`src/rtl/htrlu_pkg.sv`:
```
package htrlu_pkg;

    // input actions
    localparam logic [1:0] ACT_START = 2'd0;
    localparam logic [1:0] ACT_LOAD  = 2'd1;
    localparam logic [1:0] ACT_CODE  = 2'd2;
    localparam logic [1:0] ACT_END   = 2'd3;

    // configuration register indexes
    localparam logic CFG_STRIP_CR = 1'b0;
    localparam logic CFG_EXPECTED = 1'b1;

    localparam logic [7:0] RLE_MARKER = 8'h90;
    localparam logic [7:0] CR_BYTE    = 8'h0D;

    // both children set to the end token, -(256 + 1) in 10 bits
    localparam logic [9:0]  END_CHILD = 10'h2FF;
    localparam logic [19:0] END_NODE  = {END_CHILD, END_CHILD};

    localparam int QUEUE_DEPTH = 2;

    typedef struct packed {
        logic [1:0]  act;
        logic [7:0]  node_index;
        logic [19:0] node;        // {right, left} raw child codes
        logic [7:0]  code;
    } t_cmd;

    typedef struct packed {
        logic        strip_cr;
        logic [15:0] expected;
    } t_cfg;

endpackage

```
`src/rtl/htrlu_front.sv`:
```
module htrlu_front import htrlu_pkg::*; #(
    parameter int TREE_NODES = 256
) (
    input  logic              i_clk,
    input  logic              i_rst_n,
    input  logic              i_in_valid,
    output logic              o_in_stall,
    input  logic [1:0]        i_action,
    input  logic [7:0]        i_node_index,
    input  logic signed [9:0] i_left_child,
    input  logic signed [9:0] i_right_child,
    input  logic [7:0]        i_code_byte,
    output logic              o_q_valid,
    output t_cmd              o_q_cmd,
    input  logic              i_q_pop
);

    localparam int PTR_W = $clog2(QUEUE_DEPTH);
    localparam int CNT_W = $clog2(QUEUE_DEPTH + 1);

    t_cmd             r_q [QUEUE_DEPTH];
    logic [PTR_W-1:0] r_wp, r_rp;
    logic [CNT_W-1:0] r_cnt;

    logic w_accept, w_push, w_load_oor;
    t_cmd w_cmd;

    assign o_in_stall = (r_cnt == CNT_W'(QUEUE_DEPTH));
    assign w_accept   = i_in_valid && !o_in_stall;

    // loads outside the tree store are dropped here
    assign w_load_oor = (i_action == ACT_LOAD) &&
                        ({1'b0, i_node_index} >= 9'(TREE_NODES));
    assign w_push     = w_accept && !w_load_oor;

    always_comb begin
        w_cmd.act        = i_action;
        w_cmd.node_index = i_node_index;
        w_cmd.node       = {$unsigned(i_right_child), $unsigned(i_left_child)};
        w_cmd.code       = i_code_byte;
    end

    assign o_q_valid = (r_cnt != '0);
    assign o_q_cmd   = r_q[r_rp];

    always_ff @(posedge i_clk) begin
        if (w_push) begin
            r_q[r_wp] <= w_cmd;
        end
    end

    always_ff @(posedge i_clk) begin
        if (!i_rst_n) begin
            r_wp  <= '0;
            r_rp  <= '0;
            r_cnt <= '0;
        end else begin
            if (w_push) begin
                r_wp <= (r_wp == PTR_W'(QUEUE_DEPTH - 1)) ? '0 : r_wp + 1'b1;
            end
            if (i_q_pop) begin
                r_rp <= (r_rp == PTR_W'(QUEUE_DEPTH - 1)) ? '0 : r_rp + 1'b1;
            end
            if (w_push && !i_q_pop) begin
                r_cnt <= r_cnt + 1'b1;
            end else if (!w_push && i_q_pop) begin
                r_cnt <= r_cnt - 1'b1;
            end
        end
    end

`ifndef ASSERT_OFF
    a_empty_ptrs: assert property (@(posedge i_clk) disable iff (!i_rst_n)
        (r_cnt == '0) |-> (r_wp == r_rp))
        else $error("queue empty with unequal pointers");
`endif

endmodule

```
`config.mk`:
```
export PLATFORM = sky130hd
export DESIGN_NAME = htrlu_front
export DESIGN_NICKNAME = d
export VERILOG_FILES = /design/src/rtl/htrlu_pkg.sv /design/src/rtl/htrlu_front.sv
export SDC_FILE = /design/constraint.sdc
export NUM_CORES = 1
export LEC_CHECK = 0
export ABC_AREA = 0
export BUFFER_PORTS_ARGS = -buffer_cell sky130_fd_sc_hd__buf_2
export CAP_MARGIN = 20
export CORE_ASPECT_RATIO = 1.75
export CORE_MARGIN = 4
export CORE_UTILIZATION = 38
export CTS_CLUSTER_SIZE = 24
export DETAILED_ROUTE_END_ITERATION = 10
export MAX_ROUTING_LAYER = met4
export PLACE_DENSITY = 0.63
export SLEW_MARGIN = 5
export SYNTH_ARGS = -nofsm -noshare
export SYNTH_HDL_FRONTEND = slang
export SYNTH_SLANG_ARGS = --single-unit
```
`constraint.sdc`:
```
create_clock -name i_clk -period 3.38 [get_ports i_clk]
set_clock_uncertainty 0.05 [all_clocks]
set_input_delay 0.169 -clock i_clk [delete_from_list [all_inputs] [get_ports i_clk]]
set_output_delay 0.169 -clock i_clk [all_outputs]
set_load 0.02 [all_outputs]
```
Word level (Yosys, flattened, before mapping)
Memories as Yosys holds them, arrays and structs flattened. A register that Yosys moved wholly into a read port is not among the register bits.
Cells that the tools add are included.
{ "word_totals": {"ram_bits": 76, "elab_cells": 25, "mem_count": 1, "register_bits": 4, "output_inout_bits": 40, "in_bits": 42} }
{ "memory_table": {"columns": ["name", "words", "word_bits", "read_ports", "rd_ports_with_merged_regs", "wr", "line", "rtl"], "rows": [
  ["r_q", 2, 38, 1, 1, 1, "htrlu_front.sv:21", "t_cmd r_q [QUEUE_DEPTH];"]
]} }
{ "op_classes": {"n_addsub": 4, "n_eq_ne": 1, "reduce_logical": 8, "muxes": 8} }
{ "op_table": {"columns": ["cell", "n"], "rows": [
  ["two-way mux 1 bit", 6],
  ["two-way mux 2 bit", 2],
  ["nonzero test 2 bit", 2],
  ["logical AND 1 bit", 3],
  ["zero test 1 bit", 3],
  ["adder 1 bit, second input constant", 2],
  ["adder 2 x 1 -> 2 bit, second input constant", 1],
  ["== test 2 bit, second input constant", 1],
  ["subtractor 2 x 1 -> 2 bit, second input constant", 1]
]} }

Longest topological paths before layout
{ "depth": {"depth_word": 7, "ltp_mapped": 7, "mapped_depth_nobuf": 7} }

Least setup slack after synthesis
No wires, ideal clock.
{ "synth_timing": {"kind": "register to register", "start": "register r_cnt[0]", "end": "memory r_q[0][0] in the netlist's numbering, enable pin", "t_required_ps": 2902, "arrival_ps": 2096, "slack_ps": 805, "n_path_buf": 0, "setup_ps": 428, "period_less_slack_ps": 2575, "stages_incl_launch_ff": 4, "path_cell_list": "dfxtp_1 nand2b_2 inv_2 nor3_2"} }
{ "synth_between": {"elab_chain_cells": 5} }
{ "synth_lines": {"columns": ["element", "line", "rtl"], "rows": [
  ["start, declared", "htrlu_front.sv:23", "logic [CNT_W-1:0] r_cnt;"],
  ["start signal, assigned", "htrlu_front.sv:65", "r_cnt <= r_cnt + 1'b1;"],
  ["start signal, assigned", "htrlu_front.sv:67", "r_cnt <= r_cnt - 1'b1;"],
  ["== test 2 bit", "htrlu_front.sv:28", "assign o_in_stall = (r_cnt == CNT_W'(QUEUE_DEPTH));"],
  ["net o_in_stall", "htrlu_front.sv:7", "output logic o_in_stall,"],
  ["zero test 1 bit", "htrlu_front.sv:29", "assign w_accept = i_in_valid && !o_in_stall;"],
  ["logical AND 1 bit", "htrlu_front.sv:29", null],
  ["two-way mux 1 bit", "htrlu_front.sv:47", "if (w_push) begin"],
  ["two-way mux 1 bit (not written as such)", "htrlu_front.sv:48", "r_q[r_wp] <= w_cmd;"],
  ["end, declared", "htrlu_front.sv:21", null]
]} }
The timed path passes the listed nets, and every way through them passes these cells.

==> impl_results.md <==
- Final WL: 5280 um
- Leading area contributor after synthesis: edfxtp_1
- Synth Net Count: 186
- Least-Margin Pin Slew: 0.909 ns
- First-pass GRT wire length: 8520 um
- Sink Count: 81
- Yosys Warn Count: 0
- Synth top area share: 0.765
- Leak pwr: 1.59 nW
- Synth Instances: 143
- GRT Total Usage: 0.128
- CP Max Fanout: 38
- Vias per cell: 4.62
- WL per Instance: 14.5 um
- Startpoint Class: flip-flop
- Arrival @ worst endpoint: 1.85 ns
- Vias in the first global route: 1784
- Asr flop ratio synth: 0
- Dpl hpwl: 3340 um
- Die height: 125 um
- DRC: 0
- Total gr overflow: 0
- Antenna violations before repair: 0
- Fin. Hold Viols: 0
- Max incr delay on CP: 0.92 ns
- Max Clock Freq: 482 MHz
- Mapped Avg Cell Area: 20.9 um2
- Ys flop type: edfxtp_1
- Slew Limit Fails: 0
- Simple-Gate Fraction of Synth Area: 0.0201
- Final GP Congestion: 0.678
- Setup violators final: 0
- Finished Core Util: 0.543
- WS Path Type: flip-flop to primary output
- Adder-Cell Fraction of Synth Area: 0.00419
- Antenna Cells: 0
- Layout area overhead: 38.8%
- Number of flops mapped to enable cells by yosys: 76
- Max-slew headroom: 0.394
- Final Cycle Share: 0.614
- Flops & latches, synth: 81
- Distinct cells, synth: 23
- Initial Utilization: 0.391
- Routed vias: 1683
- Worst-Skew Late Latency: 0.32 ns
- First-pass DRT Iterations: 4
- Multiplexer share of the synthesized area: 0.143
- Post-layout minimum cycle time: 2.07 ns
- CP cell instances: mux2_2 -> buf_2
- Number of port buffers: 81
- Post-synthesis compound-gate area fraction: 0.00923
- Crit end category: primary output
- Post-detailed-route count of antenna-violating nets: 0
- Largest net degree at the start of global routing: 39
- Power per cell area: 613 mW/mm2
- Cell Area, Synth: 0.00298 mm2
- Max VDD drop: 0.372 mV
- Core area: 0.00762 mm2
- CTS root buffer: clkbuf_16
- Die area: 0.00939 mm2
- Status: complete, no violations
- Critical path's top delay family: flip-flops
- Drt first-iter violations: 64
- Share of the yosys chip area belonging to registers: 0.799
- TritonCTS Buffers: 9
- Combinational family with the most area after synthesis: multiplexers
- Clock slew at reported path FFs: 0.05 ns
- CTS tree: yes
- Synth top area cells: edfxtp_1 77%, mux2_2 14%, dfxtp_1 3.4%, buf_6 0.76%, mux2_1 0.76%
- Max_cap viols: 0
- Row Count: 42
- CP required: 3.16 ns
- Die X: 75.0 um
- Final-stage net count: 314
- Critical-path top delay cell: dfxtp_2
- Setup TNS Final: 0 ns
- Share of post-route cells with drive strength above 1: 0.493
- Class of the worst hold path: primary input to flip-flop
- Unrepaired setup endpoints after global routing: no
- CTS Buffer Depth: 2
- Top-Level Pins: 82
- CP bufs+invs: 1
- H-tree lvl count: 3
- XOR/XNOR Fraction of Synth Area: 0.00881
cells in the mapped netlist, drive strengths merged (2+ instances only):
| master | number |
|---|---|
| and2 | 3 |
| mux2 | 38 |
| edfxtp | 76 |
| buf | 4 |
| a21boi | 2 |
| inv | 3 |
| dfxtp | 5 |
| xor2 | 2 |
flip-flops by register name, summed over array words and instances, names as in the netlist, named ones only:
name,flops
r_wp,1
r_q,76
r_cnt,2
r_rp,1
metrics by stage:
step | cells | hold WS [ns] | total power, W | setup WS [ns] | area (um2)
final | 364 | 0.0463 | 0.00254 | 1.31 | 4140
after global routing | 364 | 0.0562 | 0.00265 | 1.19 | 4140
after CTS | 364 | 0.0409 | 0.00257 | 1.25 | 4140
after detailed placement | 310 | 0.310 | 0.00167 | 1.57 | 3490
after global placement | 310 | 0.310 | 0.00166 | 1.59 | 3490
after floorplan | 143 | 0.218 | 0.00153 | 0.805 | 2980
worst register-to-register path, delay by kind of cell (launching register included):
family	cells	cell delay (ns)
simple gates	2	0.97
flops	1	0.39
metal layers:
metal	vias to the layer above	routed length (um)	GRT usage
met5	-	0	-
met1	800	2030	0.144
met2	59	2770	0.199
li1	810	-	-
met4	0	163	0.0755
met3	14	307	0.0337
what timing repair did:
action	4_1_cts	5_1_grt
resized for setup	0	0
hold buffers	38	0
endpoints found under the hold margin	76	0
setup buffers	0	0
worst paths after layout:
path	start	endpoint	slack [ns]	cells past startpoint
min	i_rst_n	r_wp	0.05	2
max	flip-flop	o_q_cmd[5]	1.31	2
min reg2reg	r_cnt[1]	r_cnt[1]	0.48	2
max reg2reg	r_cnt[0]	r_q[1][11]	1.59	2
cell type report:
type | count | area [um2]
clock buffers | 16 | 272
fillers | 617 | 3480
inverters | 3 | 11.3
multi-input cells | 55 | 562
flip-flops and latches | 81 | 2380
well taps | 88 | 110
repair buffers | 121 | 801
cell families after synthesis:
kind of cell             after synthesis
flip-flops                            81
adder cells (fa/ha/maj)                1
multiplexers                          38
AND/OR/NAND/NOR                        9
buffers and inverters                  7
AO/OA/AOI/OAI                          4
XOR/XNOR                               3
cells in the final DEF (no fill, tap or decap), types with 2 or more instances in the layout:
| cell | n |
|---|---|
| clkbuf_1 | 5 |
| buf_2 | 81 |
| and2_1 | 3 |
| clkbuf_8 | 2 |
| inv_1 | 2 |
| dfxtp_1 | 4 |
| xor2_1 | 2 |
| mux2_2 | 36 |
| clkbuf_16 | 9 |
| mux2_1 | 2 |
| buf_4 | 2 |
| dlygate4sd3_1 | 38 |
| edfxtp_1 | 76 |
power breakdown:
part           switching [W]  leakage, nW  internal (W)
registers          0.0000427        0.751       0.00122
clock network       0.000325        0.131      0.000538
logic               0.000230        0.705      0.000186
total               0.000598         1.59       0.00194
Power figures use the tool's default switching activity.
